===== src/rtl/core/gha_ram.sv =====
`timescale 1ns / 1ps
// ----------------------------------------------------------------------------
// gha_ram
// Generic single-port-write, single-port-read RAM with registered read data.
// ----------------------------------------------------------------------------
module gha_ram #(
    parameter int WIDTH = 8,
    parameter int DEPTH = 16
) (
    input  logic                     aclk,
    input  logic                     we,
    input  logic [$clog2(DEPTH)-1:0] waddr,
    input  logic [WIDTH-1:0]         wdata,
    input  logic                     re,
    input  logic [$clog2(DEPTH)-1:0] raddr,
    output logic [WIDTH-1:0]         rdata
);

    logic [WIDTH-1:0] mem [DEPTH];
    logic [WIDTH-1:0] rdata_reg;

    always_ff @(posedge aclk) begin
        if (we) begin
            mem[waddr] <= wdata;
        end
        if (re) begin
            rdata_reg <= mem[raddr];
        end
    end

    assign rdata = rdata_reg;

endmodule


===== config.mk =====
export PLATFORM = sky130hd
export DESIGN_NAME = gha_ram
export DESIGN_NICKNAME = d
export VERILOG_FILES = /design/src/rtl/core/gha_ram.sv
export SDC_FILE = /design/constraint.sdc
export NUM_CORES = 1
export LEC_CHECK = 0
export BUFFER_PORTS_ARGS = -buffer_cell sky130_fd_sc_hd__buf_2
export CAP_MARGIN = 40
export CELL_PAD_IN_SITES_DETAIL_PLACEMENT = 1
export CELL_PAD_IN_SITES_GLOBAL_PLACEMENT = 2
export CORE_MARGIN = 3
export CORE_UTILIZATION = 50
export CTS_CLUSTER_SIZE = 24
export DETAILED_ROUTE_END_ITERATION = 7
export PLACE_DENSITY_LB_ADDON = 0.1
export SETUP_SLACK_MARGIN = 0.2
export SYNTH_ARGS = -nofsm -noshare
export SYNTH_HDL_FRONTEND = slang
export SYNTH_SLANG_ARGS = --single-unit

===== constraint.sdc =====
create_clock -name aclk -period 3.2 [get_ports aclk]
set_clock_uncertainty 0.15 [all_clocks]
set_input_delay 0.48 -clock aclk [delete_from_list [all_inputs] [get_ports aclk]]
set_output_delay 0.48 -clock aclk [all_outputs]
set_load 0.05 [all_outputs]

### After elaboration in Yosys (flattened, before gate mapping)

Memory sizes are Yosys's and may differ from the RTL's. A register that Yosys moved wholly into a read port is not among the register bits.
Index checks and enable logic that the tools add are counted.

| operators by class | value |
|---|---|
| mux-type cells | 2 |

Operators by type and width:

| cell | number |
|---|---|
| 2-to-1 mux 1 bit | 2 |

| storage, ports and cells | value |
|---|---|
| word-level logic and storage cells | 3 |
| input port bits | 19 |
| output and inout bits | 8 |
| memories | 1 |
| memory bits (writable) | 128 |
| register bits after elaboration | 0 |

Memories:

| memory | depth | bits a word | rd ports | clocked after memory_dff | wr ports | line | source |
|---|---|---|---|---|---|---|---|
| mem | 16 | 8 | 1 | 1 | 1 | 19 | `logic [WIDTH-1:0] mem [DEPTH];` |

### Longest topological paths before layout

| depth | value |
|---|---|
| depth in word-level cells | 2 |
| mapped depth | 5 |

### Worst setup path before layout

OpenSTA, ideal clock, no wires.

| path | value |
|---|---|
| path type | input-to-reg |
| start point | input port waddr[2] |
| end point | memory mem[0][0] (enable) |
| path slack | 1.077 ns |
| data required time | 2.667 ns |
| arrival | 1.590 ns |
| cell stages on the path | 2 |
| buffers on the path | 0 |
| path through | or3b_2 > nor3_1 |

RTL lines:

| what | line | source |
|---|---|---|
| from (decl) | 12 | `input logic [$clog2(DEPTH)-1:0] waddr,` |
| to (decl) | 19 |  |

Straight into the memory's write port.

==> impl_metrics.tcl <==
set metrics [dict create \
    outcome "finished, final reports clean" \
    dr_wl_met2_um 5263 \
    yosysTopAreaCellShare_pct 78.12 \
    timing.rr.start "mem[15][7]" \
    dp_cells 394 \
    power_density_nw_per_um2 664.0 \
    drv_cap 0 \
    antenna_found_initial 0 \
    die_h_um 108.3 \
    io_pins 27 \
    period_share_pct 59.15 \
    ir_drop_v 0.0003374 \
    final-hold-violation-count 0 \
    grt_pass1_vias 2651 \
    drt_wl_total_um 10520 \
    cp.arrival_ns 2.00 \
    path_clk_slew_ns 0.06 \
    fp-row-count 36 \
    crit_path_end_kind "flop" \
    cp.required_ns 3.31 \
    rrSetupSlack_ns 1.50 \
    grt_max_degree 17 \
    worstPathMaxFanout 12 \
    cts_tree "done" \
    rsz0062_at_grt "no" \
    final_cell_mix "edfxtp_1, buf_2, mux4_2" \
    cts-htree-levels 4 \
    r2r_cells 3 \
    combPwrFrac_pct 5.2 \
    final_nets 300 \
    layout-drive-gt1-share_pct 29.93 \
    timing.fmax_ghz 0.5283 \
    clock_tree.buffer_depth 2 \
    track_usage_pct 20.08 \
    tightest_slew_ns 0.8820 \
    yosysTopAreaCell "edfxtp_1" \
    initial_core_util_pct 52.51 \
    switchingPower_mw 0.8171 \
    holdCritPathClass "input port to flop" \
    leakage_nw 2.077 \
    die_x_um 108.3 \
    hold_path.startpoint "re" \
    drc 0 \
    hold_buffers 0 \
    syn_nets 248 \
    largest_reg_flops 128 \
    slew_viol_final 0 \
    pwr-share-clk_pct 45.2 \
    cts-root-buf "clkbuf_8" \
    port_buffers 26 \
    routed_wire_length_per_instance_um 24.63 \
    setup_viol 0 \
    ys_seq_area_share_pct 78.12 \
    drtIter0Drc 178 \
    seqPwrFrac_pct 49.6 \
    numCtsBuffers 17 \
    instances_no_fill 427 \
    swShare_pct 20.05 \
    synth_warnings 0 \
    netlist_top_cells_area "edfxtp_1, mux4_2, mux4_1, a22oi_1, nor2_1" \
    dr_wl_met3_um 403 \
    ys_ff_latch 136 \
    numClockSinks 136 \
    p_int_mw 3.258 \
    antenna_cells 0 \
    clk_latency_ns 0.52 \
    dpl_cell_area_um2 5570 \
    area_growth_syn_to_layout_pct 17.40 \
    vias 2462 \
    yosysUniqueCellTypes 18 \
    grt_pass1_wl_um 16060 \
    worstHoldEndpoint "rdata[3]" \
    crit_type "input port to flop" \
    ant_nets 0 \
    tns_ns 0 \
    design_area_um2 6137 \
    highest_layer "met4" \
    p_total_mw 4.075 \
    r2r-end "rdata[7]" \
    synthesis.area_um2 5228 \
    grt_overflow 0 \
    met1_length_um 4735 \
    hpwl_um 6579 \
    cts_resized 0 \
    fin_hold_ws_ns 0.1765 \
    place_congestion 0.7195 \
    core_area_um2 9955 \
    fin_crit_ns 1.893 \
    cp-start-kind "input port" \
    final_common_cell "edfxtp_1" \
    syn_inst 229 \
    post_cts_buffers 0 \
    cp-startpoint "raddr[0]" \
    design.die.area_um2 11720 \
    relSlewSlack_pct 40.98 \
    viasPerCell 5.766 \
    firstDrtPassIters 4 \
    holdPathStages 1 \
    syn_avg_cell_area_um2 22.83 \
]
through the flow:
| stage | utilization [%] | worst slack [ns] |
|---|---|---|
| after floorplan | - | 1.077 |
| after global placement | 55.81 | 0.7611 |
| after detailed placement | 55.96 | 0.7363 |
| after CTS | 61.58 | 1.310 |
| after global routing | 61.65 | 1.221 |
| final | 61.65 | 1.307 |
synth_stat cells (all sizes together):
| library cell | instances |
|---|---|
| edfxtp | 136 |
| mux4 | 32 |
| a22oi | 16 |
| nor2 | 13 |
| nand2 | 9 |
| buf | 7 |
| nor3 | 4 |
| clkdlybuf4s25 | 3 |
| nand2b | 2 |
| nand3b | 2 |
| and2 | 1 |
| and2b | 1 |
| nand3 | 1 |
| nor2b | 1 |
| or3b | 1 |
logic make-up after synthesis:
| logic type | synth area share, % |
|---|---|
| multiplexers | 14.79 |
| AND/OR/NAND/NOR | 3.136 |
| flip-flops | 78.12 |
| buffers and inverters | 1.651 |
| AO/OA/AOI/OAI | 2.298 |
per-layer routing:
| metal | vias to the layer above | track usage (%) |
|---|---|---|
| li1 | 1089 | - |
| met1 | 1299 | 27.17 |
| met2 | 62 | 32.10 |
| met3 | 12 | 5.493 |
| met4 | 0 | 6.583 |
| met5 | - | 0 |
cell type report:
cell class	count	area, um^2
flip-flops and latches	136	4084
fillers	849	3817
multi-input cells	83	1057
clock buffers	21	429.2
repair buffers	43	270.3
well taps	133	166.4
clock inverters	11	130.1
worst max-delay path, stage by stage:
cell,delay [ns]
buf_2,0.27
buf_4,0.32
mux4_1,0.57
a22oi_1,0.27
nand2_1,0.08
how the worst max path moves through the flow:
| stage | endpoint | cells past startpoint |
|---|---|---|
| CTS | rdata[4] | 5 |
| floorplan | mem[0][0] | 2 |
| global route | rdata[4] | 5 |
| finish | rdata[4] | 5 |
| global placement | rdata[4] | 5 |
| detailed placement | rdata[4] | 5 |
power by group through the flow:
stage,clock [mW],sequential (mW),combinational (mW)
after CTS,1.88,2.02,0.215
after detailed placement,0,2.06,0.214
after global placement,0,2.05,0.208
final,1.84,2.02,0.211
after floorplan,0,2.08,0.101
after global routing,1.96,2.02,0.229
Power figures use the tool's default switching activity.
