==> config.mk <==
export PLATFORM = sky130hd
export DESIGN_NAME = gha_ctrl
export DESIGN_NICKNAME = d
export VERILOG_FILES = /design/src/rtl/core/gha_pkg.sv /design/src/rtl/core/gha_ctrl.sv
export SDC_FILE = /design/constraint.sdc
export NUM_CORES = 1
export LEC_CHECK = 0
export BUFFER_PORTS_ARGS = -buffer_cell sky130_fd_sc_hd__buf_2
export CAP_MARGIN = 20
export CORE_MARGIN = 1.5
export CORE_UTILIZATION = 45
export DETAILED_ROUTE_END_ITERATION = 8
export PLACE_DENSITY = 0.75
export SLEW_MARGIN = 15
export SYNTH_ARGS = -nofsm -noshare
export SYNTH_HDL_FRONTEND = slang
export SYNTH_SLANG_ARGS = --single-unit
==> constraint.sdc <==
create_clock -name aclk -period 12.9 [get_ports aclk]
set_input_delay 2.58 -clock aclk [delete_from_list [all_inputs] [get_ports aclk]]
set_output_delay 2.58 -clock aclk [all_outputs]
set_load 0.01 [all_outputs]
==> src/rtl/core/gha_pkg.sv <==
`timescale 1ns / 1ps
// ----------------------------------------------------------------------------
// gha_pkg
// Shared types and constants of the generation-tagged handle allocator.
// ----------------------------------------------------------------------------
package gha_pkg;

    localparam int SLOTS     = 1024;
    localparam int SLOT_W    = $clog2(SLOTS);
    localparam int COUNT_W   = SLOT_W + 1;
    localparam int GEN_SHIFT = 12;
    localparam int HANDLE_W  = 31;
    localparam int FSLOT_W   = 10;

    localparam logic [31:0] GEN_ONE   = 32'(1) << GEN_SHIFT;
    localparam logic [31:0] SLOT_MASK = 32'(SLOTS - 1);

    localparam logic [1:0] ACT_ALLOC  = 2'd0;
    localparam logic [1:0] ACT_FREE   = 2'd1;
    localparam logic [1:0] ACT_LOOKUP = 2'd2;

    localparam logic [1:0] STAT_OK         = 2'd0;
    localparam logic [1:0] STAT_BAD_HANDLE = 2'd1;
    localparam logic [1:0] STAT_NO_SLOT    = 2'd2;
    localparam logic [1:0] STAT_NO_MEM     = 2'd3;

    typedef enum logic [1:0] {
        S_CLEAR,
        S_IDLE,
        S_POP,
        S_EXEC
    } state_t;

    typedef struct packed {
        logic [1:0]          action;
        logic [HANDLE_W-1:0] handle;
        logic [FSLOT_W-1:0]  free_slot;
        logic [HANDLE_W-1:0] parent_handle;
        logic                check_permission;
        logic [HANDLE_W-1:0] current_handle;
        logic                memory_available;
    } item_t;

    typedef struct packed {
        logic [1:0]          status;
        logic [HANDLE_W-1:0] result_handle;
        logic [FSLOT_W-1:0]  result_slot;
        logic                io_privileged;
    } result_t;

    typedef struct packed {
        logic                active;
        logic [HANDLE_W-1:0] handle;
        logic [HANDLE_W-1:0] parent;
    } entry_t;

    localparam int ENTRY_W = $bits(entry_t);

    typedef struct packed {
        logic              we;
        logic [SLOT_W-1:0] waddr;
        entry_t            wdata;
        logic              re;
        logic [SLOT_W-1:0] raddr;
    } slot_req_t;

    typedef struct packed {
        logic              we;
        logic [SLOT_W-1:0] waddr;
        logic [SLOT_W-1:0] wdata;
        logic              re;
        logic [SLOT_W-1:0] raddr;
    } stack_req_t;

    typedef struct packed {
        logic               clearing;
        logic               busy;
        logic [COUNT_W-1:0] count;
    } ctrl_stat_t;

endpackage

==> src/rtl/core/gha_ctrl.sv <==
`timescale 1ns / 1ps
// ----------------------------------------------------------------------------
// gha_ctrl
// Sequencer: clears the tables after reset, then reads, modifies and writes
// back the slot table and the free-slot stack for one action at a time.
// ----------------------------------------------------------------------------
module gha_ctrl (
    input  logic                         aclk,
    input  logic                         aresetn,
    input  logic                         in_valid,
    output logic                         in_ready,
    input  gha_pkg::item_t               in_item,
    output logic                         res_valid,
    input  logic                         res_ready,
    output gha_pkg::result_t             res,
    output gha_pkg::slot_req_t           slot_req,
    input  gha_pkg::entry_t              slot_rdata,
    output gha_pkg::stack_req_t          stack_req,
    input  logic [gha_pkg::SLOT_W-1:0]   stack_rdata,
    output gha_pkg::ctrl_stat_t          stat
);

    gha_pkg::state_t              state_reg, state_next;
    gha_pkg::item_t               item_reg, item_next;
    logic [gha_pkg::SLOT_W-1:0]   clr_idx_reg, clr_idx_next;
    logic [gha_pkg::COUNT_W-1:0]  count_reg, count_next;
    logic [gha_pkg::SLOT_W-1:0]   sel_reg, sel_next;

    logic [31:0]                  gen_sum;
    logic [31:0]                  gen_val;
    logic [gha_pkg::HANDLE_W-1:0] new_handle;
    logic [gha_pkg::SLOT_W-1:0]   fs_idx;
    logic                         fs_range_bad;
    logic                         perm_bad;

    always_ff @(posedge aclk) begin
        if (!aresetn) begin
            state_reg   <= gha_pkg::S_CLEAR;
            clr_idx_reg <= '0;
            count_reg   <= gha_pkg::COUNT_W'(gha_pkg::SLOTS);
        end else begin
            state_reg   <= state_next;
            clr_idx_reg <= clr_idx_next;
            count_reg   <= count_next;
        end
        item_reg <= item_next;
        sel_reg  <= sel_next;
    end

    // Next generation: step above the slot bits, restart on wrap or overflow.
    always_comb begin
        gen_sum = {1'b0, slot_rdata.handle} + gha_pkg::GEN_ONE;
        gen_val = gen_sum & ~gha_pkg::SLOT_MASK;
        if (gen_val == '0 || gen_val[31]) begin
            gen_val = gha_pkg::GEN_ONE;
        end
        new_handle = gen_val[gha_pkg::HANDLE_W-1:0]
                   | gha_pkg::HANDLE_W'(sel_reg);
    end

    assign fs_idx       = gha_pkg::SLOT_W'(item_reg.free_slot);
    assign fs_range_bad = 32'(item_reg.free_slot) >= 32'(gha_pkg::SLOTS);
    assign perm_bad     = item_reg.check_permission
                       && item_reg.handle != item_reg.current_handle
                       && slot_rdata.parent != item_reg.current_handle;

    always_comb begin
        state_next = state_reg;
        unique case (state_reg)
            gha_pkg::S_CLEAR: begin
                if (clr_idx_reg == gha_pkg::SLOT_W'(gha_pkg::SLOTS - 1)) begin
                    state_next = gha_pkg::S_IDLE;
                end
            end
            gha_pkg::S_IDLE: begin
                if (in_valid) begin
                    state_next = (in_item.action == gha_pkg::ACT_ALLOC)
                               ? gha_pkg::S_POP : gha_pkg::S_EXEC;
                end
            end
            gha_pkg::S_POP: begin
                state_next = gha_pkg::S_EXEC;
            end
            gha_pkg::S_EXEC: begin
                if (res_ready) begin
                    state_next = gha_pkg::S_IDLE;
                end
            end
            default: begin
                state_next = gha_pkg::S_IDLE;
            end
        endcase
    end

    always_comb begin
        item_next    = item_reg;
        clr_idx_next = clr_idx_reg;
        count_next   = count_reg;
        sel_next     = sel_reg;
        in_ready     = 1'b0;
        res_valid    = 1'b0;
        res          = '0;
        slot_req     = '0;
        stack_req    = '0;
        unique case (state_reg)
            gha_pkg::S_CLEAR: begin
                // Zero the slot table, load the stack with slot 0 on top.
                slot_req.we     = 1'b1;
                slot_req.waddr  = clr_idx_reg;
                stack_req.we    = 1'b1;
                stack_req.waddr = clr_idx_reg;
                stack_req.wdata = gha_pkg::SLOT_W'(gha_pkg::SLOTS - 1) - clr_idx_reg;
                clr_idx_next    = clr_idx_reg + 1'b1;
            end
            gha_pkg::S_IDLE: begin
                in_ready = 1'b1;
                if (in_valid) begin
                    item_next       = in_item;
                    stack_req.re    = 1'b1;
                    stack_req.raddr = count_reg[gha_pkg::SLOT_W-1:0] - 1'b1;
                    slot_req.re     = 1'b1;
                    slot_req.raddr  = (in_item.action == gha_pkg::ACT_FREE)
                                    ? gha_pkg::SLOT_W'(in_item.free_slot)
                                    : in_item.handle[gha_pkg::SLOT_W-1:0];
                end
            end
            gha_pkg::S_POP: begin
                sel_next       = stack_rdata;
                slot_req.re    = 1'b1;
                slot_req.raddr = stack_rdata;
            end
            gha_pkg::S_EXEC: begin
                if (res_ready) begin
                    res_valid = 1'b1;
                    unique case (item_reg.action)
                        gha_pkg::ACT_ALLOC: begin
                            if (count_reg == '0) begin
                                res.status = gha_pkg::STAT_NO_SLOT;
                            end else if (!item_reg.memory_available) begin
                                res.status = gha_pkg::STAT_NO_MEM;
                            end else begin
                                slot_req.we           = 1'b1;
                                slot_req.waddr        = sel_reg;
                                slot_req.wdata.active = 1'b1;
                                slot_req.wdata.handle = new_handle;
                                slot_req.wdata.parent = item_reg.parent_handle;
                                count_next            = count_reg - 1'b1;
                                res.status            = gha_pkg::STAT_OK;
                                res.result_handle     = new_handle;
                                res.result_slot       = gha_pkg::FSLOT_W'(sel_reg);
                                res.io_privileged     = (sel_reg == gha_pkg::SLOT_W'(1));
                            end
                        end
                        gha_pkg::ACT_FREE: begin
                            if (fs_range_bad) begin
                                res.status = gha_pkg::STAT_BAD_HANDLE;
                            end else if (!slot_rdata.active) begin
                                res.status      = gha_pkg::STAT_OK;
                                res.result_slot = item_reg.free_slot;
                            end else begin
                                // Keep handle and parent, drop the active bit.
                                slot_req.we           = 1'b1;
                                slot_req.waddr        = fs_idx;
                                slot_req.wdata        = slot_rdata;
                                slot_req.wdata.active = 1'b0;
                                if (count_reg < gha_pkg::COUNT_W'(gha_pkg::SLOTS)) begin
                                    stack_req.we    = 1'b1;
                                    stack_req.waddr = count_reg[gha_pkg::SLOT_W-1:0];
                                    stack_req.wdata = fs_idx;
                                    count_next      = count_reg + 1'b1;
                                end
                                res.status        = gha_pkg::STAT_OK;
                                res.result_handle = slot_rdata.handle;
                                res.result_slot   = item_reg.free_slot;
                            end
                        end
                        gha_pkg::ACT_LOOKUP: begin
                            if (item_reg.handle == '0) begin
                                res.status        = gha_pkg::STAT_OK;
                                res.result_handle = item_reg.current_handle;
                                res.result_slot   = gha_pkg::FSLOT_W'(
                                    item_reg.current_handle[gha_pkg::SLOT_W-1:0]);
                            end else if (!slot_rdata.active
                                         || slot_rdata.handle != item_reg.handle
                                         || perm_bad) begin
                                res.status = gha_pkg::STAT_BAD_HANDLE;
                            end else begin
                                res.status        = gha_pkg::STAT_OK;
                                res.result_handle = item_reg.handle;
                                res.result_slot   = gha_pkg::FSLOT_W'(
                                    item_reg.handle[gha_pkg::SLOT_W-1:0]);
                            end
                        end
                        default: begin
                            res.status = gha_pkg::STAT_BAD_HANDLE;
                        end
                    endcase
                end
            end
            default: begin
            end
        endcase
    end

    assign stat.clearing = (state_reg == gha_pkg::S_CLEAR);
    assign stat.busy     = (state_reg == gha_pkg::S_POP) || (state_reg == gha_pkg::S_EXEC);
    assign stat.count    = count_reg;

endmodule

# --- Word level (Yosys, flattened, before mapping) ---
# Index checks and enable logic that the tools add are counted.
classes:
  reduce_logical: 17
  eq_ne: 18
  bitwise: 1
  add_sub_neg: 6
  mux: 44
  n_lt_le_gt_ge: 1
ops:
  columns: ["operator", "count"]
  rows:
  - ["74-bit 2-to-1 mux", 4]
  - ["74-bit case mux with 2 select lines", 1]
  - ["41-bit case mux with 3 select lines", 1]
  - ["31-bit != test", 3]
  - ["44-bit 2-to-1 mux", 2]
  - ["21-bit 2-to-1 mux", 4]
  - ["42-bit 2-to-1 mux", 2]
  - ["11-bit 2-to-1 mux", 7]
  - ["11-bit case mux with 2 select lines", 3]
  - ["63-bit 2-to-1 mux", 1]
  - ["31-bit 2-to-1 mux", 2]
  - ["43-bit 2-to-1 mux", 1]
  - ["21-bit case mux with 2 select lines", 1]
  - ["41-bit 2-to-1 mux", 1]
  - ["31-bit by 13-bit adder with 32-bit output, second input constant", 1]
  - ["32-bit zero test", 1]
  - ["31-bit zero test", 1]
  - ["31-bit by 10-bit OR with 31-bit output", 1]
  - ["2-bit != test, second input constant", 6]
  - ["11-bit by 1-bit adder with 11-bit output, second input constant", 1]
  - ["11-bit zero test", 1]
  - ["11-bit < comparator, second input constant", 1]
  - ["11-bit by 1-bit subtractor with 11-bit output, second input constant", 1]
  - ["10-bit by 1-bit adder with 10-bit output, second input constant", 1]
  - ["other kinds (20)", 39]
word_totals:
  wordCells: 98
  input_bits: 184
  regBits: 140

# --- Logic depth before layout (Yosys ltp) ---
# Gate-level depths: netlist (run 1).
depth:
  word_depth: 10
  depth_mapped: 12
  ltp_nobuf: 11

# --- Least setup slack after synthesis (run 1) ---
# Ideal clock, no wire load.
synth_timing:
  path_type: "input port to output port"
  startpoint: "input port in_valid"
  endpoint: "output port slot_req[10] in the netlist's numbering"
  slack_ns: 5.044
  arrival_time_ns: 5.276
  n_path_buf: 1
  path_stages: 4
  cell_sequence: "nand2_1 > clkbuf_1 > inv_1 > o21a_1"
synth_lines:
  columns: ["element", "line", "text"]
  rows:
  - ["start: declaration", "gha_ctrl.sv:10", "input logic in_valid,"]
  - ["end: declaration", "gha_ctrl.sv:16", "output gha_pkg::slot_req_t slot_req,"]

==> reports/metrics.yaml, run 1 <==
rsz0062_at_grt: "no"
first_pass_iters: 6
syn_nets: 1212
clockPowerShare_pct: 33.3
worst_slew_pin_slew_ns: 1.10
synth-seq-area-share_pct: 42.9
grt_usage_pct: 34.2
ios: 360
status: "completed"
initial_utilization_pct: 45.9
antenna_found_initial: 4
ctsRootBufferMaster: "clkbuf_16"
avgViaCountPerCell: 5.97
grt_pass1_vias: 9254
dpl_worst_slack_ns: 4.78
cp.arrival_ns: 5.58
critPathKind: "input pin to primary output"
clk_latency_ns: 0.42
die_y_um: 146
worstPathMaxFanout: 10
seq_area_mm2: 0.00397
drt_iter0_markers: 958
p_int_w: 0.00103
ys_seq_elements: 140
hold_path.class: "flop to flop"
switching_share_pct: 34.1
setup_violations: 0
final_layout_size_suffix_gt1_share_pct: 30.9
dr_total_vias: 9671
coreArea_mm2: 0.0202
power_frac_comb_pct: 26.7
path_cells: "buf_2 > ha_1 > nand3_1 > or4_1 > o21a_1 > a211oi_1 > o2111a_2 > o21ai_0 > and3_1 > o21bai_1 > buf_2"
cts_tree: "done"
numCtsBuffers: 17
maxSlewViolCount: 0
synth-main-ff-cell: "edfxtp_1"
core.rowCount: 52
overflow: 0
fin_crit_ns: 8.16
crit_path_end_kind: "primary output"
clock_sinks: 140
setup_tns_ns: 0
p_leak_nw: 4.80
crit_path_max_incr_delay_ns: 0.69
gp_congestion: 0.972
ff2ff_setup_slack_ns: 9.57
multi_input_area_mm2: 0.00496
grt_max_degree: 60
post_cts_buffers: 0
path_common_cell: "buf_2"
area_growth_pct: 28.0
setup_slack_ns: 4.74
cts-resized-gates: 0
wl_per_cell_um: 23.0
hold_viol_final: 0
switchingPower_w: 0.000530
syn_avg_cell_area_um2: 9.15
final_nets: 1533
pwr-share-seq_pct: 40.0
fill_cells: 1887
peakVddDrop_v: 0.000109
syn_inst: 1011
period_share_pct: 63.2
maxCapViolCount: 0
netlist-cell-type-count: 62
clock_tree.buffer_depth: 2
syn_area_mm2: 0.00925
crit_path_top_delay_cell: "or4_1"
grt_pass1_wl_um: 55400
finalWirelength_um: 37200
power.density_mw_per_mm2: 131
async_flop_share_pct: 0
die_area_mm2: 0.0214
htreeDepth: 4
drc_errors: 0
startpoint_type: "input pin"
largest_reg_flops: 97
required_ns: 10.32
yosysWarnings: 0
synth_edf_count: 117
portBuffers: 359
dieWidth_um: 146
holdBufCountCts: 0
clkSlewWorstSetupHoldPaths_ns: 0.06
postRouteAntennaNets: 0
max_slew_margin_pct: 26.4
max_freq_mhz: 123
crit_family: "simple AND/OR/NAND/NOR gates"
fin_skew_ns: 0.00934
place_hpwl_um: 28400
path_buf_inv: 2
==> worst register-to-register path: stages (launching register included) <==
cell and delay, ns:
edfxtp_1 0.51, nor2b_1 0.18, buf_4 0.21, inv_1 0.33, ha_1 0.31, a21o_1 0.18
a21oi_1 0.25, o21bai_1 0.14, a2111o_1 0.45, a311oi_1 0.32, xnor2_1 0.11, mux2i_1 0.14
nor2_1 0.05
==> power by group through the flow <==
stage	Clock [W]	Sequential, W	Combinational (W)
CTS	0.000523	0.000619	0.000410
global placement	0	0.000628	0.000406
global route	0.000541	0.000625	0.000449
floorplan	0	0.000605	0.000260
detailed placement	0	0.000628	0.000409
finish	0.000519	0.000622	0.000416
==> area by class of cell <==
| type | instances | share of cell area, % |
|---|---|---|
| Inverter | 14 | 0.465 |
| Antenna cell | 4 | 0.0845 |
| Sequential cell | 140 | 33.5 |
| Clock buffer | 18 | 3.62 |
| Multi-Input combinational cell | 788 | 41.8 |
| Clock inverter | 14 | 1.57 |
| Tap cell | 270 | 2.85 |
| Timing Repair Buffer | 371 | 16.0 |
==> metrics by stage <==
stage | hold WS, ns | total power [W] | instance area (µm²) | util, % | instances
after floorplan | 0.506 | 0.000865 | 9250 | - | 1011
after global placement | 0.525 | 0.00103 | 11200 | 55.5 | 1582
after detailed placement | 0.548 | 0.00104 | 11200 | 55.6 | 1583
after CTS | 0.556 | 0.00155 | 11800 | 58.7 | 1615
after global routing | 0.604 | 0.00161 | 11800 | 58.7 | 1618
final | 0.557 | 0.00156 | 11800 | 58.7 | 1619
==> synthesized netlist by cell type, drive strengths merged, types with 19 or more instances <==
library cell	number	area share (%)
nor2	135	5.7
edfxtp	117	38
nand2	87	3.6
a21oi	83	4.5
a22oi	82	6.7
xnor2	81	7.7
xor2	49	4.6
clkbuf	48	1.9
nand4	30	2.1
nor4	24	1.6
dfxtp	23	5.0
nor2b	23	1.6
o21ai	23	1.2
buf	21	1.1
o21bai	19	1.5
==> final timing paths <==
check	startpoint	to	depth (start not counted)
setup reg to reg	item_reg[105]$_DFFE_PP_	count_reg[9]$_SDFFE_PN0P_	12
hold / removal	state_reg[0]$_SDFFE_PN0P_	state_reg[0]$_SDFFE_PN0P_	2
hold reg to reg	state_reg[0]$_SDFFE_PN0P_	state_reg[0]$_SDFFE_PN0P_	2
setup / recovery	slot_rdata[44]	res[22]	11
==> placed cells by master, fill, tap and decap left out, types with 4 or more instances in the layout <==
cell type / count
a22oi_1: 82
a22o_1: 5
o21ai_0: 14
diode_2: 4
nand2b_1: 4
o21bai_1: 19
mux2i_1: 8
nor2b_1: 23
nor3_1: 12
a21oi_1: 83
inv_1: 13
or4_1: 6
nand3_1: 13
clkbuf_16: 17
nor2_1: 134
and2_1: 5
xnor2_1: 81
o21ai_1: 9
edfxtp_1: 117
or3_1: 7
a211oi_1: 4
clkinvlp_4: 4
xor2_1: 49
buf_4: 11
a31oi_1: 9
o21a_1: 4
and3_1: 10
nor4_1: 24
o22ai_1: 10
buf_2: 359
nand4_1: 29
nand2_1: 86
ha_1: 16
dfxtp_1: 23
==> per-layer routing <==
layer	track usage (%)	up-vias	part of all wire [%]	routed length (µm)
li1	-	4363	-	-
met1	45.8	4586	40	14900
met2	55.1	635	47	17300
met3	7.28	85	10	3770
met4	11.5	2	3.2	1180
met5	0	-	0.019	7
==> cell families (layout without fill, tap and decap cells) <==
| group | Yosys count | after routing | synth area share [%] |
|---|---|---|---|
| buffers and inverters | 83 | 417 | 3.60 |
| AND/OR/NAND/NOR | 373 | 373 | 19.4 |
| adder cells (fa/ha/maj) | 17 | 17 | 2.38 |
| XOR/XNOR | 130 | 130 | 12.3 |
| AO/OA/AOI/OAI | 260 | 260 | 18.5 |
| multiplexers | 8 | 8 | 0.865 |
| flip-flops | 140 | 140 | 42.9 |
| other | 0 | 4 | 0 |
Power figures use the tool's default switching activity.
==> run 2: changes to the inputs <==
clock period = 7.7 ns   (was 12.9 ns; I/O delays follow)
==> run 2 against run 1 <==
  * Cell area is 0.23% lower
  * Sequential power up 67%
  * Sequential share of layout area rose by 0.078 points
  * Worst hold slack better by 0.011 ns
  * Die area unchanged
  * Global-route usage decreased by 0.47 points
  * Register-to-register slack worse by 5.1 ns
  * Wire length fell by 0.37%
  * Total power up 66%
  * Final cell count shrank 0.12%
  * Critical path depth stayed put
  * Combinational power rose by 67%
==> reports/metrics.yaml, run 2 (synthesis results as in run 1) <==
status: "completed"
grt_pass1_vias: 9169  # -0.92%
grt_pass1_wl_um: 54500  # -1.6%
core.rowCount: 52  # unchanged
period_share_pct: 79.4
max_slew_margin_pct: 23.3  # -3.1 points
finalWirelength_um: 37000  # -0.37%
drt_iter0_markers: 1081  # +13%
hold_path.class: "flop to flop"
worstPathMaxFanout: 10  # unchanged
startpoint_type: "input pin"
finalPower_w: 0.00259  # +66%
htreeDepth: 4  # unchanged
clock_tree.buffer_depth: 2  # unchanged
final_cell_mix: "buf_2, nor2_1, edfxtp_1"
area_growth_pct: 27.7
fin_skew_ns: 0.0123  # +0.00300 ns
dieWidth_um: 146  # unchanged
clock_sinks: 140  # unchanged
ios: 360  # unchanged
die_area_mm2: 0.0214  # unchanged
cp.arrival_ns: 4.57  # -1.01 ns
place_hpwl_um: 28300  # -0.47%
required_ns: 6.16  # -4.16 ns
p_leak_nw: 4.80  # -0.12%
maxCapViolCount: 0  # unchanged
post_cts_buffers: 0  # unchanged
avgViaCountPerCell: 5.98  # +0.13%
setup_tns_ns: 0  # unchanged
power.density_mw_per_mm2: 219  # +67%
grt_max_degree: 57  # -5.0%
ctsRootBufferMaster: "clkbuf_16"
numCtsBuffers: 17  # unchanged
maxSlewViolCount: 0  # unchanged
coreArea_mm2: 0.0202  # unchanged
largest_reg_flops: 97  # unchanged
hold_viol_final: 0  # unchanged
setup_violations: 0  # unchanged
clkSlewWorstSetupHoldPaths_ns: 0.07  # about the same
rsz0062_at_grt: "no"
mostFrequentLayoutCell: "buf_2"
worst_slew_pin_slew_ns: 1.15  # +0.0460 ns
peakVddDrop_v: 0.000138  # +26%
drc_errors: 0  # unchanged
final_nets: 1532  # -0.065%
cts-resized-gates: 0  # unchanged
dr_total_vias: 9672  # +0.010%
critPathKind: "input pin to primary output"
die_y_um: 146  # unchanged
fin_crit_ns: 6.11
overflow: 0  # unchanged
max_freq_mhz: 164
postRouteAntennaNets: 0  # unchanged
clk_latency_ns: 0.43  # about the same
ff2ff_setup_slack_ns: 4.43  # -5.14 ns
gp_congestion: 0.972  # about the same
holdBufCountCts: 0  # unchanged
first_pass_iters: 5  # -1
final_layout_size_suffix_gt1_share_pct: 31.0  # +0.097 points
wl_per_cell_um: 22.9  # -0.24%
grt_usage_pct: 33.7  # -0.47 points
cts_tree: "done"
portBuffers: 359  # unchanged
initial_utilization_pct: 45.9  # unchanged
crit_path_end_kind: "primary output"
antenna_found_initial: 3  # -1
run 2: changes by cell type in the layout (fill, tap and decap cells not counted), sizes merged:
cell	change
buf	-1
bufinv	-3
clkbuf	-1
clkinv	+3
clkinvlp	-3
diode	-1
inv	+4
run 2: per-stage QoR:
step,util (%),cells,area [µm²],setup WS [ns],hold slack [ns]
3_3_place_gp,55.5,1582,11200,1.70,0.527
3_5_place_dp,55.5,1582,11200,1.64,0.554
4_1_cts,58.6,1614,11800,1.64,0.565
6_report,58.6,1617,11800,1.59,0.568
5_1_grt,58.6,1615,11800,1.41,0.622
2_1_floorplan,-,1011,9250,1.92,0.506
run 2: area by class of cell:
class,instances,area [µm²]
diodes,3,7.51
multi-input cells,788,4960
inverters,14,55.1
repair buffers,370,1880
clock buffers,17,425
flip-flops and latches,140,3970
fillers,1859,8350
clock inverters,15,183
well taps,270,338
run 2: power by group:
part / switching (W) / internal [W]
sequential: 0.000110 / 0.000933
combinational: 0.000427 / 0.000268
clock: 0.000407 / 0.000442
total: 0.000944 / 0.00164
run 2: worst max-delay path, stage by stage:
cell and delay [ns]:
buf_2 0.17, ha_1 0.27, nand3_1 0.33, or4_1 0.68
o21a_1 0.22, a211oi_1 0.22, o2111a_2 0.35, o21ai_0 0.13
and3_1 0.25, o21bai_1 0.20, buf_2 0.21
run 2: final timing paths:
check	startpoint	endpoint	depth (start not counted)
max	slot_rdata[43]	res[22]	11
min	state_reg[0]$_SDFFE_PN0P_	state_reg[0]$_SDFFE_PN0P_	2
max reg2reg	item_reg[105]$_DFFE_PP_	count_reg[9]$_SDFFE_PN0P_	12
min reg2reg	state_reg[0]$_SDFFE_PN0P_	state_reg[0]$_SDFFE_PN0P_	2
run 2: layer usage:
metal | wire (µm) | GRT usage, % | vias up
li1 | - | - | 4364
met1 | 14800 | 45.0 | 4588
met2 | 17500 | 54.2 | 629
met3 | 3580 | 7.16 | 91
met4 | 1120 | 12.3 | 0
met5 | 0 | 0 | -
